--- src/hw/rtl/segment_plane_intersect_core_defines.svh ---
// Assertion macros shared by the segment/plane intersection RTL.
// Depends on a clk and an arst_n signal in the module that uses them.
`ifndef SEGMENT_PLANE_INTERSECT_CORE_DEFINES_SVH
`define SEGMENT_PLANE_INTERSECT_CORE_DEFINES_SVH

// Same-cycle implication, off while in reset.
`define SPI_ASSERT_NOW(lbl, ante, cons, msg) \
	lbl: assert property (@(posedge clk) disable iff (!arst_n) (ante) |-> (cons)) \
		else $error(msg);

// Next-cycle implication, off while in reset.
`define SPI_ASSERT_NEXT(lbl, ante, cons, msg) \
	lbl: assert property (@(posedge clk) disable iff (!arst_n) (ante) |=> (cons)) \
		else $error(msg);

`endif

--- src/hw/rtl/spi_pkg.sv ---
// Shared types and operation codes for the segment/plane intersection core.
// No dependencies.
package spi_pkg;

	localparam logic [2:0] OP_HOLD = 3'd0;
	localparam logic [2:0] OP_LOAD = 3'd1;
	localparam logic [2:0] OP_MUL  = 3'd2;
	localparam logic [2:0] OP_CHK  = 3'd3;
	localparam logic [2:0] OP_DIV  = 3'd4;

	typedef struct packed {
		logic [2:0] op;
		logic       load_acc;
		logic       neg;
		logic       sign_step;
	} spi_ctl_t;

endpackage

--- src/hw/rtl/spi_in_if.sv ---
// Input channel: one item with a kind bit and three points.
// Depends on nothing.
interface spi_in_if #(parameter int COORD_BITS = 16);
	logic                         valid;
	logic                         ready;
	logic                         kind;
	logic signed [COORD_BITS-1:0] first_x;
	logic signed [COORD_BITS-1:0] first_y;
	logic signed [COORD_BITS-1:0] first_z;
	logic signed [COORD_BITS-1:0] second_x;
	logic signed [COORD_BITS-1:0] second_y;
	logic signed [COORD_BITS-1:0] second_z;
	logic signed [COORD_BITS-1:0] third_x;
	logic signed [COORD_BITS-1:0] third_y;
	logic signed [COORD_BITS-1:0] third_z;

	modport source (output valid, kind, first_x, first_y, first_z, second_x, second_y,
		second_z, third_x, third_y, third_z, input ready);
	modport sink (input valid, kind, first_x, first_y, first_z, second_x, second_y,
		second_z, third_x, third_y, third_z, output ready);
endinterface

--- src/hw/rtl/spi_out_if.sv ---
// Result channel: intersection point and status flags.
// Depends on nothing.
interface spi_out_if #(parameter int COORD_BITS = 16);
	logic                         valid;
	logic                         ready;
	logic signed [COORD_BITS-1:0] hit_x;
	logic signed [COORD_BITS-1:0] hit_y;
	logic signed [COORD_BITS-1:0] hit_z;
	logic                         is_parallel;
	logic                         start_on_plane;
	logic                         clipped;

	modport source (output valid, hit_x, hit_y, hit_z, is_parallel, start_on_plane,
		clipped, input ready);
	modport sink (input valid, hit_x, hit_y, hit_z, is_parallel, start_on_plane,
		clipped, output ready);
endinterface

--- src/hw/rtl/segment_plane_intersect_core.sv ---
// Top level of the segment/plane intersection core: sequencer, plane store.
// Depends on spi_pkg, spi_in_if, spi_out_if, spi_shared_unit and the defines header.
`include "segment_plane_intersect_core_defines.svh"

// One item at a time; item.ready is high only while the core is idle. Every
// product goes through one bit-serial add/subtract unit, one multiplier bit per
// cycle, and nine products are needed per item. A kind-0 item (plane load)
// gives no result. A kind-1 item adds a restoring divide for t (skipped when
// numerator or denominator is zero) before the result is offered. The result
// waits in its own output register, so the next item is taken at once; a line
// only stalls at its last step while the previous result is still not taken.
module segment_plane_intersect_core #(
	parameter int COORD_BITS = 16,
	parameter int FRAC_BITS  = 24
) (
	input logic clk,
	input logic arst_n,
	spi_in_if.sink    item,
	spi_out_if.source result
);

	localparam int C    = COORD_BITS;
	localparam int F    = FRAC_BITS;
	localparam int DW   = C + 1;
	localparam int NW   = 2 * C + 4;
	localparam int OW   = 3 * C + 7;
	localparam int NUMW = OW + 2;
	localparam int QB   = C + F + 2;
	localparam int TW   = QB + 1;
	localparam int AW1  = OW + C + 4;
	localparam int AW2  = TW + DW + 2;
	localparam int AW   = (AW1 > AW2) ? AW1 : AW2;
	localparam int VW   = AW - F;
	localparam int BCW  = $clog2(DW);
	localparam int QCW  = $clog2(QB);

	localparam logic [2:0] S_IDLE   = 3'd0;
	localparam logic [2:0] S_LOAD   = 3'd1;
	localparam logic [2:0] S_MUL    = 3'd2;
	localparam logic [2:0] S_POST   = 3'd3;
	localparam logic [2:0] S_DIVSET = 3'd4;
	localparam logic [2:0] S_CHK    = 3'd5;
	localparam logic [2:0] S_DIV    = 3'd6;
	localparam logic [2:0] S_ROUND  = 3'd7;

	localparam logic [3:0] IDX_LAST = 4'd8;

	localparam logic signed [VW-1:0] VHI = {{(VW-C+1){1'b0}}, {(C-1){1'b1}}};
	localparam logic signed [VW-1:0] VLO = ~VHI;
	localparam logic [QB-1:0] CAP = {1'b1, {(QB-1){1'b0}}};

	logic [2:0]     state_q;
	logic [3:0]     idx_q;
	logic [BCW-1:0] bit_cnt_q;
	logic [QCW-1:0] div_cnt_q;
	logic           out_valid_q;

	logic                  kind_q;
	logic signed [C-1:0]   p1x_q, p1y_q, p1z_q, p2x_q, p2y_q, p2z_q, p3x_q, p3y_q, p3z_q;
	logic signed [NW-1:0]  na_q, nb_q, nc_q;
	logic signed [OW-1:0]  d_q;
	logic signed [NUMW-1:0] num_q, den_q;
	logic [QB-1:0]         q_q;
	logic                  ovf_q;
	logic signed [TW-1:0]  tq_q;
	logic signed [C-1:0]   hx_q, hy_q;
	logic                  par_q, onp_q, clip_q;
	logic signed [C-1:0]   res_x_q, res_y_q, res_z_q;
	logic                  res_par_q, res_onp_q, res_clip_q;

	logic signed [DW-1:0] a1, b1, c1, a2, b2, c2;
	logic signed [DW-1:0] x1e, y1e, z1e;

	spi_pkg::spi_ctl_t ctl;
	logic [AW-1:0]     acc_init_c, mcand_c, acc;
	logic [DW-1:0]     mpl_c;
	logic              load_acc_c, neg_c, ge;

	logic                  num_zero, den_zero;
	logic [NUMW-1:0]       num_abs, den_abs;
	logic [QB-1:0]         mag;
	logic [QB:0]           q_inc;
	logic signed [VW-1:0]  v;
	logic signed [C-1:0]   v_sat;
	logic                  v_clip;
	logic                  item_acc;
	logic                  res_free;
	logic                  res_load;

	assign item_acc = item.valid && item.ready;
	assign res_free = !out_valid_q || result.ready;
	assign res_load = (state_q == S_POST) && kind_q && (idx_q == IDX_LAST) && res_free;

	assign a1  = {p2x_q[C-1], p2x_q} - {p1x_q[C-1], p1x_q};
	assign b1  = {p2y_q[C-1], p2y_q} - {p1y_q[C-1], p1y_q};
	assign c1  = {p2z_q[C-1], p2z_q} - {p1z_q[C-1], p1z_q};
	assign a2  = {p3x_q[C-1], p3x_q} - {p1x_q[C-1], p1x_q};
	assign b2  = {p3y_q[C-1], p3y_q} - {p1y_q[C-1], p1y_q};
	assign c2  = {p3z_q[C-1], p3z_q} - {p1z_q[C-1], p1z_q};
	assign x1e = {p1x_q[C-1], p1x_q};
	assign y1e = {p1y_q[C-1], p1y_q};
	assign z1e = {p1z_q[C-1], p1z_q};

	assign num_zero = (num_q == '0);
	assign den_zero = (den_q == '0);
	assign num_abs  = num_q[NUMW-1] ? -num_q : num_q;
	assign den_abs  = den_q[NUMW-1] ? -den_q : den_q;

	// Operand selection for each product term
	always_comb begin
		mcand_c    = '0;
		mpl_c      = '0;
		acc_init_c = '0;
		load_acc_c = 1'b0;
		neg_c      = 1'b0;
		if (!kind_q) begin
			case (idx_q)
				4'd0: begin mcand_c = AW'(b1); mpl_c = c2; load_acc_c = 1'b1; end
				4'd1: begin mcand_c = AW'(b2); mpl_c = c1; neg_c = 1'b1; end
				4'd2: begin mcand_c = AW'(a2); mpl_c = c1; load_acc_c = 1'b1; end
				4'd3: begin mcand_c = AW'(a1); mpl_c = c2; neg_c = 1'b1; end
				4'd4: begin mcand_c = AW'(a1); mpl_c = b2; load_acc_c = 1'b1; end
				4'd5: begin mcand_c = AW'(b1); mpl_c = a2; neg_c = 1'b1; end
				4'd6: begin
					mcand_c = AW'(na_q); mpl_c = x1e; load_acc_c = 1'b1; neg_c = 1'b1;
				end
				4'd7: begin mcand_c = AW'(nb_q); mpl_c = y1e; neg_c = 1'b1; end
				4'd8: begin mcand_c = AW'(nc_q); mpl_c = z1e; neg_c = 1'b1; end
				default: begin mcand_c = '0; mpl_c = '0; end
			endcase
		end else begin
			case (idx_q)
				4'd0: begin
					mcand_c = AW'(na_q); mpl_c = x1e; load_acc_c = 1'b1;
					acc_init_c = AW'(d_q);
				end
				4'd1: begin mcand_c = AW'(nb_q); mpl_c = y1e; end
				4'd2: begin mcand_c = AW'(nc_q); mpl_c = z1e; end
				4'd3: begin mcand_c = AW'(na_q); mpl_c = a1; load_acc_c = 1'b1; end
				4'd4: begin mcand_c = AW'(nb_q); mpl_c = b1; end
				4'd5: begin mcand_c = AW'(nc_q); mpl_c = c1; end
				4'd6: begin
					mcand_c = AW'(tq_q); mpl_c = a1; load_acc_c = 1'b1;
					acc_init_c = (AW'(p1x_q) << F) | (AW'(1) << (F - 1));
				end
				4'd7: begin
					mcand_c = AW'(tq_q); mpl_c = b1; load_acc_c = 1'b1;
					acc_init_c = (AW'(p1y_q) << F) | (AW'(1) << (F - 1));
				end
				4'd8: begin
					mcand_c = AW'(tq_q); mpl_c = c1; load_acc_c = 1'b1;
					acc_init_c = (AW'(p1z_q) << F) | (AW'(1) << (F - 1));
				end
				default: begin mcand_c = '0; mpl_c = '0; end
			endcase
		end
		if (state_q == S_DIVSET) begin
			acc_init_c = AW'(num_abs);
			mcand_c    = AW'(den_abs) << C;
			load_acc_c = 1'b1;
		end
	end

	always_comb begin
		ctl.op        = spi_pkg::OP_HOLD;
		ctl.load_acc  = load_acc_c;
		ctl.neg       = neg_c;
		ctl.sign_step = (bit_cnt_q == BCW'(DW - 1));
		case (state_q)
			S_LOAD:   ctl.op = spi_pkg::OP_LOAD;
			S_MUL:    ctl.op = spi_pkg::OP_MUL;
			S_DIVSET: ctl.op = (num_zero || den_zero) ? spi_pkg::OP_HOLD : spi_pkg::OP_LOAD;
			S_CHK:    ctl.op = spi_pkg::OP_CHK;
			S_DIV:    ctl.op = spi_pkg::OP_DIV;
			default:  ctl.op = spi_pkg::OP_HOLD;
		endcase
	end

	spi_shared_unit #(.AW(AW), .MW(DW)) u_unit (
		.clk        (clk),
		.ctl        (ctl),
		.acc_init   (acc_init_c),
		.mcand_init (mcand_c),
		.mpl_init   (mpl_c),
		.acc        (acc),
		.ge         (ge)
	);

	// Round t magnitude to nearest, ties away from zero
	assign q_inc = {1'b0, q_q} + (QB+1)'(1);
	assign mag   = ovf_q ? CAP : q_inc[QB:1];

	// Coordinate result: floor of the accumulator by 2^F, then saturate
	assign v = acc[AW-1:F];
	always_comb begin
		v_clip = 1'b0;
		v_sat  = v[C-1:0];
		if (v > VHI) begin
			v_sat  = {1'b0, {(C-1){1'b1}}};
			v_clip = 1'b1;
		end else if (v < VLO) begin
			v_sat  = {1'b1, {(C-1){1'b0}}};
			v_clip = 1'b1;
		end
	end

	always_ff @(posedge clk or negedge arst_n) begin
		if (!arst_n) begin
			state_q     <= S_IDLE;
			idx_q       <= '0;
			bit_cnt_q   <= '0;
			div_cnt_q   <= '0;
			out_valid_q <= 1'b0;
			na_q        <= '0;
			nb_q        <= '0;
			nc_q        <= '0;
			d_q         <= '0;
		end else begin
			if (res_load) out_valid_q <= 1'b1;
			else if (result.ready) out_valid_q <= 1'b0;
			case (state_q)
				S_IDLE: begin
					if (item_acc) begin
						idx_q   <= '0;
						state_q <= S_LOAD;
					end
				end
				S_LOAD: begin
					bit_cnt_q <= '0;
					state_q   <= S_MUL;
				end
				S_MUL: begin
					bit_cnt_q <= bit_cnt_q + BCW'(1);
					if (bit_cnt_q == BCW'(DW - 1)) state_q <= S_POST;
				end
				S_POST: begin
					if (!kind_q) begin
						idx_q   <= idx_q + 4'd1;
						state_q <= (idx_q == IDX_LAST) ? S_IDLE : S_LOAD;
						case (idx_q)
							4'd1: na_q <= acc[NW-1:0];
							4'd3: nb_q <= acc[NW-1:0];
							4'd5: nc_q <= acc[NW-1:0];
							4'd8: d_q  <= acc[OW-1:0];
							default: ;
						endcase
					end else begin
						case (idx_q)
							4'd5: begin
								idx_q   <= idx_q + 4'd1;
								state_q <= S_DIVSET;
							end
							IDX_LAST: begin
								// hold until the previous result transaction has left
								if (res_free) state_q <= S_IDLE;
							end
							default: begin
								idx_q   <= idx_q + 4'd1;
								state_q <= S_LOAD;
							end
						endcase
					end
				end
				S_DIVSET: begin
					// zero numerator or denominator: t stays zero, skip the divide
					state_q <= (num_zero || den_zero) ? S_LOAD : S_CHK;
				end
				S_CHK: begin
					div_cnt_q <= '0;
					state_q   <= S_DIV;
				end
				S_DIV: begin
					div_cnt_q <= div_cnt_q + QCW'(1);
					if (div_cnt_q == QCW'(QB - 1)) state_q <= S_ROUND;
				end
				S_ROUND: begin
					state_q <= S_LOAD;
				end
				default: state_q <= S_IDLE;
			endcase
		end
	end

	// Payload and datapath registers
	always_ff @(posedge clk) begin
		if (item_acc) begin
			kind_q <= item.kind;
			p1x_q  <= item.first_x;
			p1y_q  <= item.first_y;
			p1z_q  <= item.first_z;
			p2x_q  <= item.second_x;
			p2y_q  <= item.second_y;
			p2z_q  <= item.second_z;
			p3x_q  <= item.third_x;
			p3y_q  <= item.third_y;
			p3z_q  <= item.third_z;
		end
		if (state_q == S_POST && kind_q) begin
			case (idx_q)
				4'd2: num_q <= acc[NUMW-1:0];
				4'd5: den_q <= acc[NUMW-1:0];
				4'd6: begin hx_q <= v_sat; clip_q <= clip_q | v_clip; end
				4'd7: begin hy_q <= v_sat; clip_q <= clip_q | v_clip; end
				default: clip_q <= clip_q;
			endcase
		end
		if (state_q == S_DIVSET) begin
			par_q  <= den_zero;
			onp_q  <= num_zero;
			clip_q <= 1'b0;
			tq_q   <= '0;
		end
		if (state_q == S_CHK) ovf_q <= ge;
		if (state_q == S_DIV) q_q <= {q_q[QB-2:0], ge};
		if (state_q == S_ROUND) begin
			// t is negative when numerator and denominator share a sign
			tq_q <= (num_q[NUMW-1] == den_q[NUMW-1]) ? -$signed({1'b0, mag})
				: $signed({1'b0, mag});
		end
		if (res_load) begin
			res_x_q    <= hx_q;
			res_y_q    <= hy_q;
			res_z_q    <= v_sat;
			res_par_q  <= par_q;
			res_onp_q  <= onp_q;
			res_clip_q <= clip_q | v_clip;
		end
	end

	assign item.ready            = (state_q == S_IDLE);
	assign result.valid          = out_valid_q;
	assign result.hit_x          = res_x_q;
	assign result.hit_y          = res_y_q;
	assign result.hit_z          = res_z_q;
	assign result.is_parallel    = res_par_q;
	assign result.start_on_plane = res_onp_q;
	assign result.clipped        = res_clip_q;

	`SPI_ASSERT_NOW(a_ready_excl, item.ready, state_q == S_IDLE, "ready while busy")
	`SPI_ASSERT_NOW(a_flag_noclip, result.valid && (result.is_parallel || result.start_on_plane), !result.clipped, "clipped with t forced to zero")
	`SPI_ASSERT_NEXT(a_load_silent, item_acc && !item.kind && !result.valid, !result.valid, "plane load produced a result")
	`SPI_ASSERT_NEXT(a_res_hold, result.valid && !result.ready, result.valid && $stable(result.hit_x), "result dropped while stalled")
	`SPI_ASSERT_NOW(a_div_bound, state_q == S_DIV, div_cnt_q <= QCW'(QB - 1), "divide counter overran")

endmodule

--- src/hw/rtl/spi_shared_unit.sv ---
// Shared add/subtract unit: bit-serial signed multiply-accumulate and
// restoring divide steps. Depends on spi_pkg.
module spi_shared_unit #(
	parameter int AW = 75,
	parameter int MW = 17
) (
	input  logic              clk,
	input  spi_pkg::spi_ctl_t ctl,
	input  logic [AW-1:0]     acc_init,
	input  logic [AW-1:0]     mcand_init,
	input  logic [MW-1:0]     mpl_init,
	output logic [AW-1:0]     acc,
	output logic              ge
);

	logic [AW-1:0] acc_q;
	logic [AW-1:0] mcand_q;
	logic [MW-1:0] mpl_q;
	logic [AW-1:0] opd;
	logic          sub;
	logic [AW-1:0] sum;

	always_comb begin
		opd = '0;
		sub = 1'b0;
		case (ctl.op)
			spi_pkg::OP_MUL: begin
				opd = mpl_q[0] ? mcand_q : '0;
				// the top multiplier bit weighs negative
				sub = ctl.neg ^ ctl.sign_step;
			end
			spi_pkg::OP_CHK: begin
				opd = mcand_q << 1;
				sub = 1'b1;
			end
			spi_pkg::OP_DIV: begin
				opd = mcand_q;
				sub = 1'b1;
			end
			default: begin
				opd = '0;
				sub = 1'b0;
			end
		endcase
	end

	assign sum = acc_q + (sub ? ~opd : opd) + AW'(sub);
	assign ge  = ~sum[AW-1];
	assign acc = acc_q;

	always_ff @(posedge clk) begin
		case (ctl.op)
			spi_pkg::OP_LOAD: begin
				if (ctl.load_acc) acc_q <= acc_init;
				mcand_q <= mcand_init;
				mpl_q   <= mpl_init;
			end
			spi_pkg::OP_MUL: begin
				acc_q   <= sum;
				mcand_q <= mcand_q << 1;
				mpl_q   <= mpl_q >> 1;
			end
			spi_pkg::OP_DIV: begin
				acc_q <= ge ? (sum << 1) : (acc_q << 1);
			end
			default: begin
				acc_q <= acc_q;
			end
		endcase
	end

endmodule

--- src/flat_wrapper.sv ---
// flat-port wrapper written by rule: the top's interface ports become plain ports
module segment_plane_intersect_core_flat 
#(
	parameter int COORD_BITS = 16,
	parameter int FRAC_BITS  = 24
)
  (clk, arst_n, item_valid, item_kind, item_first_x, item_first_y, item_first_z, item_second_x, item_second_y, item_second_z, item_third_x, item_third_y, item_third_z, item_ready, result_valid, result_hit_x, result_hit_y, result_hit_z, result_is_parallel, result_start_on_plane, result_clipped, result_ready);
  spi_in_if #(.COORD_BITS(COORD_BITS)) item_i ();
  spi_out_if #(.COORD_BITS(COORD_BITS)) result_i ();
  input logic clk;
  input logic arst_n;
  input wire logic [$bits(item_i.valid)-1:0] item_valid;
  input wire logic [$bits(item_i.kind)-1:0] item_kind;
  input wire logic [$bits(item_i.first_x)-1:0] item_first_x;
  input wire logic [$bits(item_i.first_y)-1:0] item_first_y;
  input wire logic [$bits(item_i.first_z)-1:0] item_first_z;
  input wire logic [$bits(item_i.second_x)-1:0] item_second_x;
  input wire logic [$bits(item_i.second_y)-1:0] item_second_y;
  input wire logic [$bits(item_i.second_z)-1:0] item_second_z;
  input wire logic [$bits(item_i.third_x)-1:0] item_third_x;
  input wire logic [$bits(item_i.third_y)-1:0] item_third_y;
  input wire logic [$bits(item_i.third_z)-1:0] item_third_z;
  output wire logic [$bits(item_i.ready)-1:0] item_ready;
  output wire logic [$bits(result_i.valid)-1:0] result_valid;
  output wire logic [$bits(result_i.hit_x)-1:0] result_hit_x;
  output wire logic [$bits(result_i.hit_y)-1:0] result_hit_y;
  output wire logic [$bits(result_i.hit_z)-1:0] result_hit_z;
  output wire logic [$bits(result_i.is_parallel)-1:0] result_is_parallel;
  output wire logic [$bits(result_i.start_on_plane)-1:0] result_start_on_plane;
  output wire logic [$bits(result_i.clipped)-1:0] result_clipped;
  input wire logic [$bits(result_i.ready)-1:0] result_ready;
  assign item_i.valid = item_valid;
  assign item_i.kind = item_kind;
  assign item_i.first_x = item_first_x;
  assign item_i.first_y = item_first_y;
  assign item_i.first_z = item_first_z;
  assign item_i.second_x = item_second_x;
  assign item_i.second_y = item_second_y;
  assign item_i.second_z = item_second_z;
  assign item_i.third_x = item_third_x;
  assign item_i.third_y = item_third_y;
  assign item_i.third_z = item_third_z;
  assign item_ready = item_i.ready;
  assign result_valid = result_i.valid;
  assign result_hit_x = result_i.hit_x;
  assign result_hit_y = result_i.hit_y;
  assign result_hit_z = result_i.hit_z;
  assign result_is_parallel = result_i.is_parallel;
  assign result_start_on_plane = result_i.start_on_plane;
  assign result_clipped = result_i.clipped;
  assign result_i.ready = result_ready;
  segment_plane_intersect_core #(.COORD_BITS(COORD_BITS), .FRAC_BITS(FRAC_BITS)) u_core (.clk(clk), .arst_n(arst_n), .item(item_i), .result(result_i));
endmodule
--- config.mk ---
export PLATFORM = sky130hd
export DESIGN_NAME = segment_plane_intersect_core_flat
export DESIGN_NICKNAME = d
export VERILOG_FILES = /design/src/hw/rtl/spi_pkg.sv /design/src/hw/rtl/spi_in_if.sv /design/src/hw/rtl/spi_out_if.sv /design/src/hw/rtl/segment_plane_intersect_core.sv /design/src/hw/rtl/spi_shared_unit.sv /design/src/flat_wrapper.sv
export VERILOG_INCLUDE_DIRS = /design/src /design/src/hw/rtl
export SDC_FILE = /design/constraint.sdc
export NUM_CORES = 2
export LEC_CHECK = 0
export BUFFER_PORTS_ARGS = -buffer_cell sky130_fd_sc_hd__buf_2
export CORE_ASPECT_RATIO = 0.7
export CORE_MARGIN = 2
export CORE_UTILIZATION = 60
export DETAILED_ROUTE_END_ITERATION = 16
export MAX_ROUTING_LAYER = met4
export PLACE_DENSITY = 0.78
export SYNTH_ARGS = -nofsm -noshare
export SYNTH_HDL_FRONTEND = slang
export SYNTH_SLANG_ARGS = --single-unit
export TNS_END_PERCENT = 1
--- constraint.sdc ---
create_clock -name clk -period 23.1 [get_ports clk]
set_input_delay 3.465 -clock clk [delete_from_list [all_inputs] [get_ports clk]]
set_output_delay 3.465 -clock clk [all_outputs]
set_load 0.03 [all_outputs]
# == After elaboration in Yosys (flattened, before gate mapping) ==
# Cells that the tools add are included.
# word_totals
out_inout_bits,53
regBits,780
elab_cells,187
# classes
reduce_logical,45
n_addsub,15
eq_ne,28
bitwise,5
n_lt_le_gt_ge,2
mux,54
# op_table
cell,count
75-bit two-way mux,8
75-bit case mux with 4 select lines,2
75-bit case mux with 7 select lines,1
75-bit case mux with 3 select lines,2
75-bit case mux with 2 select lines,1
43-bit two-way mux,3
17-bit case mux with 7 select lines,1
57-bit logical NOT,2
57-bit two-way mux,2
57-bit negator,2
17-bit case mux with 6 select lines,1
16-bit by 16-bit subtractor with 17-bit output,6
75-bit by 1-bit adder with 75-bit output,1
75-bit adder,1
75-bit NOT,1
"51-bit by 16-bit greater-than comparator with 1-bit output, second input constant",1
"51-bit by 16-bit less-than comparator with 1-bit output, second input constant",1
"42-bit by 1-bit adder with 43-bit output, second input constant",1
42-bit negator with 43-bit output,1
42-bit two-way mux,1
17-bit case mux with 2 select lines,1
16-bit two-way mux,2
3-bit case mux with 8 select lines,1
2-bit OR reduction,11
44 further kinds,95

# == Longest topological paths before layout ==
# depth
depth_word,12
depth_mapped,24

# == Hierarchy ==
# From an unflattened synthesis, not the netlist that was laid out.
# unflattened
hier_cells,4884
area_unflattened_um2,48844.3
# modules_own_cells
module,area_each_um2,seq_area_each_um2,n_inst,cells_per_inst
segment_plane_intersect_core,34262.9,17486.8,1,3186
spi_shared_unit,14581.5,5014.8,1,1698

# == Least setup slack after synthesis ==
# OpenSTA, ideal clock, no wires.
# synth_timing
path_type,reg2reg
from,register u_core.den_q[0]
to,register u_core.u_unit.mcand_q[0] (enable)
n_path_buf,0
path_stages_with_launch,11
t_arrival_ps,8091
required_ps,22430
setup_time_ps,670
period_less_slack_ps,8761
setup_slack_ps,14339
cell_sequence,edfxtp_1 inv_1 ha_1 nand2_1 or2_0 or3_1 or3_1 nand2b_1 nand3b_1 o22ai_1 o21ai_0
# synth_via
elab_chain_cells,6
elab_cells_between_ends,7
# synth_rtl
element,line,text
"start, declared",segment_plane_intersect_core.sv:62,"logic signed [NUMW-1:0] num_q, den_q;"
"start signal, assigned",segment_plane_intersect_core.sv:301,4'd5: den_q <= acc[NUMW-1:0];
57-bit logical NOT *,segment_plane_intersect_core.sv:105,assign den_zero = (den_q == '0);
1-bit logical OR *,segment_plane_intersect_core.sv:172,S_DIVSET: ctl.op = (num_zero || den_zero) ? spi_pkg::OP_HOLD : spi_pkg::OP_LOAD;
1-bit two-way mux *,segment_plane_intersect_core.sv:172,
3-bit case mux with 5 select lines *,segment_plane_intersect_core.sv:169,case (state_q)
3-bit by 2-bit equality test with 1-bit output / 3-bit by 1-bit equality test with 1-bit output (equally long branches),spi_shared_unit.sv:52,case (ctl.op)
2-bit nonzero test (no source line) *,--,
"end signal, assigned",spi_shared_unit.sv:55,mcand_q <= mcand_init;
"end signal, assigned",spi_shared_unit.sv:60,mcand_q <= mcand_q << 1;
"end, declared",spi_shared_unit.sv:17,logic [AW-1:0] mcand_q;
# Mark *: on every way between the ends. The rest lies on a longest branch, timed or not.
# A chain may end at the register's enable or synchronous reset.

# == Worst setup path in the final report ==
# layout_timing
from,register u_core.state_q[2]
to,"register u_core.u_unit.acc_q[54] (netlist: u_core.u_unit.acc[54]), data pin"
# layout_via
elab_chain_cells,10
elab_cells_between_ends,21
# layout_rtl
element,line,text
"start, declared",segment_plane_intersect_core.sv:52,logic [2:0] state_q;
"start signal, assigned",segment_plane_intersect_core.sv:239,state_q <= (idx_q == IDX_LAST) ? S_IDLE : S_LOAD;
"start signal, assigned",segment_plane_intersect_core.sv:266,state_q <= (num_zero || den_zero) ? S_LOAD : S_CHK;
3-bit equality test (tied with other cells),segment_plane_intersect_core.sv:169,
3-bit case mux with 5 select lines,segment_plane_intersect_core.sv:169,
3-bit equality test (tied with other cells),"spi_shared_unit.sv:26, spi_shared_unit.sv:52",
2-bit OR reduction (no source line) / 75-bit case mux with 3 select lines (equally long branches),--,
1-bit case mux with 2 select lines / 75-bit NOT (equally long branches),"spi_shared_unit.sv:26, spi_shared_unit.sv:47",
75-bit two-way mux,spi_shared_unit.sv:47,assign sum = acc_q + (sub ? ~opd : opd) + AW'(sub);
75-bit adder,spi_shared_unit.sv:47,
75-bit by 1-bit adder with 75-bit output,spi_shared_unit.sv:47,
75-bit two-way mux,spi_shared_unit.sv:64,acc_q <= ge ? (sum << 1) : (acc_q << 1);
75-bit case mux with 3 select lines *,spi_shared_unit.sv:52,
"end signal, assigned",spi_shared_unit.sv:54,if (ctl.load_acc) acc_q <= acc_init;
"end signal, assigned",spi_shared_unit.sv:64,
"end signal, assigned",spi_shared_unit.sv:67,acc_q <= acc_q;
"end, declared",spi_shared_unit.sv:16,logic [AW-1:0] acc_q;
# Mark *: on every way between the ends. The rest lies on a longest branch, timed or not. The select of a mux whose other input is x is not followed.

==> flow_summary_export.csv <==
group,metric,value,unit
run_status,status,"finished, final reports clean",
floorplanning,dieHeight,240,µm
floorplanning,num_io_pins,202,
yosys,yosysUniqueCellTypes,88,
placed_design,hpwl,125,mm
cells_and_area,n_fill_cell,6177,
detailed_routing,dr.first_iter.drc_count,7262,
sta,tns,0,ns
setup_path,worst_r2r_endpoint,"u_core.u_unit.acc[54]$_DFFE_PP_",
detailed_routing,route.vias.total,41958,
detailed_routing,wl,172,mm
power,pwr-share-comb,0.449,
sta,fmax,0.120,GHz
yosys,synth_area_per_cell,10.2,µm²
sta,slew_headroom,0.0858,
cts,cts_tree,"built",
floorplanning,start_util,0.607,
sta,hold_viol,0,
yosys,synthCells,4698,
cts,cts_resized,0,
sta,skew,0.0245,ns
yosys,synth_fp_nets,5039,
power,p_int,3.64,mW
cts,clockRootBuffer,"clkbuf_16",
setup_path,crit_type,"reg2reg",
yosys,ys_warn_count,0,
setup_path,setup.worst_path.start,"u_core.state_q[2]$_DFFE_PN0P_",
global_routing,grt_usage,0.423,
setup_path,path_depth,21,
worst_hold_path,hold_class,"reg2reg",
detailed_routing,drc,0,
placed_design,place_ws,15.14,ns
sta,holdWs,0.417,ns
placed_design,io_buffers,201,
yosys,ys_ff_latch,780,
sta,period_needed,8.32,ns
power,power_density,130,nW/µm²
detailed_routing,viasPerCell,7.10,
detailed_routing,antenna_left,0,
placed_design,gp_congestion,1.05,
cells_and_area,multi_input_area,24000,µm²
setup_path,critPathBufInv,6,
global_routing,grt-ovfl-total,0,
setup_path,r2r_setup_slack,14.78,ns
power,pwr-share-clk,0.182,
cts,clock_latency,0.66,ns
setup_path,cp.arrival,8.69,ns
power,peakVddDrop,104,µV
sta,drv_slew,0,
cts,clkTransAtPathRegs,0.06,ns
sta,grt_setup_unrepaired,"no",
yosys,syn-cell-area,47800,µm²
power,seqPwrFrac,0.369,
detailed_routing,wl_per_cell,29.1,µm
setup_path,cpPeakStageDelay,0.70,ns
floorplanning,core-area,78800,µm²
global_routing,grt_pass1_vias,38112,
sta,setup_violations,0,
setup_path,cp-start-kind,"register",
setup_path,cp_max_fo,66,
power,p_sw,3.18,mW
power,switching_share,0.466,
sta,worst_slack,14.78,ns
yosys,ys_async_sr_fraction,0.233,
floorplanning,rows,86,
setup_path,crit_end,"u_core.u_unit.acc[54]$_DFFE_PP_",
setup_path,cp.required,23.47,ns
cts,hold_buffers,0,
sta,tightest_slew,1.37,ns
global_routing,antenna_found_initial,7,
cells_and_area,regArea,22500,µm²
yosys,synth_ff_type,"edfxtp_1",
setup_path,cp_top_family,"buffers and inverters",
cts,cts_sinks,780,
yosys,synth.yosys.seq_area_share,0.471,
cells_and_area,fin_nets,5127,
global_routing,grt_pass1_wl,250,mm
cells_and_area,final_cell_mix,"edfxtp_1 (597), nand2_1 (472), a21oi_1 (322), nor2_1 (302), o21ai_0 (295)",
setup_path,path_cells,"buf_4, nand2_1, a221oi_4, buf_4, buf_4, xnor2_1, fa_1, a211oi_1, o211ai_1, a31oi_1, a2111oi_0, nor2_1, nand3_1, a31oi_1, o21ai_4, buf_4, inv_2, buf_4, nor2_1, a221oi_1, o21ai_0",
setup_path,cp-end-kind,"register",
global_routing,grt_max_degree,88,
cts,postCtsSetupBuffers,0,
sta,final.period_utilization,0.360,
setup_path,r2r-start,"u_core.state_q[2]$_DFFE_PN0P_",
cells_and_area,drive_above_1_share,0.132,
cells_and_area,area_growth,9.32,%
cts,cts_inserted_buffers,76,
power,leakagePower,19.8,nW
floorplanning,die_x,341,µm
floorplanning,die_area,82000,µm²
detailed_routing,first_pass_iters,9,
yosys,synth_edf_count,597,
setup_path,cpMostUsedCell,"buf_4",
cts,cts_buffer_depth,3,
cells_and_area,layout_commonest_cell,"edfxtp_1",
cts,h-tree-depth,3,
run,maxCapViolCount,0,
setup_path,cp_slowest_cell,"buf_4",
setup_path,reg2regPathDepth,21,
-- worst min-delay path by stage --
stage                             start                                to  cells after the start  slack (ns)
6_report       u_core.hx_q[8]$_DFFE_PP_  u_core.result.hit_x[8]$_DFFE_PP_                      0        0.42
4_1_cts        u_core.hx_q[8]$_DFFE_PP_  u_core.result.hit_x[8]$_DFFE_PP_                      0        0.42
5_1_grt        u_core.hy_q[6]$_DFFE_PP_  u_core.result.hit_y[6]$_DFFE_PP_                      0        0.42
3_5_place_dp   u_core.hy_q[3]$_DFFE_PP_  u_core.result.hit_y[3]$_DFFE_PP_                      0        0.40
2_1_floorplan  u_core.hx_q[0]$_DFFE_PP_  u_core.result.hit_x[0]$_DFFE_PP_                      0        0.40
3_3_place_gp   u_core.hy_q[3]$_DFFE_PP_  u_core.result.hit_y[3]$_DFFE_PP_                      0        0.40
-- state kept, by name, summed over array words and instances, names as in the netlist, 17 cells and up --
register and cells:
u_core.tq_q 43, u_core.u_unit.mcand_q 75, u_core.num_q 57, u_core.d_q 55, u_core.u_unit.mpl_q 17, u_core.nc_q 36, u_core.na_q 36, u_core.q_q 42
u_core.den_q 57, u_core.u_unit.acc 75, u_core.nb_q 36
-- logic make-up (layout without fill, tap and decap cells) --
| kind of cell | after synthesis | in the layout | synth area share |
|---|---|---|---|
| fa+ha+maj | 192 | 192 | 0.0513 |
| simple gates | 1283 | 1283 | 0.126 |
| buf+inv | 394 | 539 | 0.0310 |
| other cells | 0 | 9 | 0 |
| compound gates | 1453 | 1453 | 0.202 |
| flops | 780 | 780 | 0.471 |
| mux | 182 | 182 | 0.0425 |
| xor+xnor | 414 | 414 | 0.0758 |
-- cell type report --
cell class	instances	share of cell area
Clock buffer	97	0.0389
Antenna cell	9	0.000431
Multi-Input combinational cell	3524	0.459
Clock inverter	38	0.00668
Timing Repair Buffer	275	0.0300
Tap cell	1056	0.0253
Inverter	129	0.00926
Sequential cell	780	0.430
-- cells in the mapped netlist, drive strengths merged, types with 90 or more instances --
| master | n | area, µm² |
|---|---|---|
| edfxtp | 597 | 17900 |
| a22oi | 131 | 983 |
| a21oi | 322 | 1610 |
| xor2 | 149 | 1310 |
| nand2 | 476 | 1790 |
| inv | 126 | 473 |
| mux2 | 167 | 1880 |
| clkbuf | 241 | 905 |
| o21ai | 300 | 1500 |
| nor3 | 90 | 460 |
| xnor2 | 265 | 2320 |
| dfrtp | 182 | 4550 |
| ha | 185 | 2310 |
| nor2 | 304 | 1140 |
-- per-layer routing --
metal,GRT usage,up-vias,wire (µm)
met5,-,-,0
met4,0.124,0,5700
met3,0.201,405,31600
met2,0.530,3287,65000
met1,0.598,20277,69400
li1,-,17989,-
-- power by group through the flow --
stage                     registers (mW)  clock network [mW]  logic [mW]
after floorplan                     2.25                   0        1.96
after global placement              2.47                   0        2.84
after detailed placement            2.47                   0        2.88
after CTS                           2.45                1.24        2.90
after global routing                2.51                1.29        3.20
final                               2.52                1.24        3.06
-- per-stage QoR --
| step | area [µm²] | utilization | total power, mW | instances |
|---|---|---|---|---|
| CTS | 52300 | 0.663 | 6.59 | 5899 |
| floorplan | 47800 | - | 4.20 | 4698 |
| detailed placement | 49900 | 0.633 | 5.35 | 5764 |
| global placement | 49900 | 0.633 | 5.31 | 5764 |
| global route | 52300 | 0.664 | 7.00 | 5904 |
| finish | 52300 | 0.664 | 6.82 | 5908 |
(Power assumes the default switching activity.)
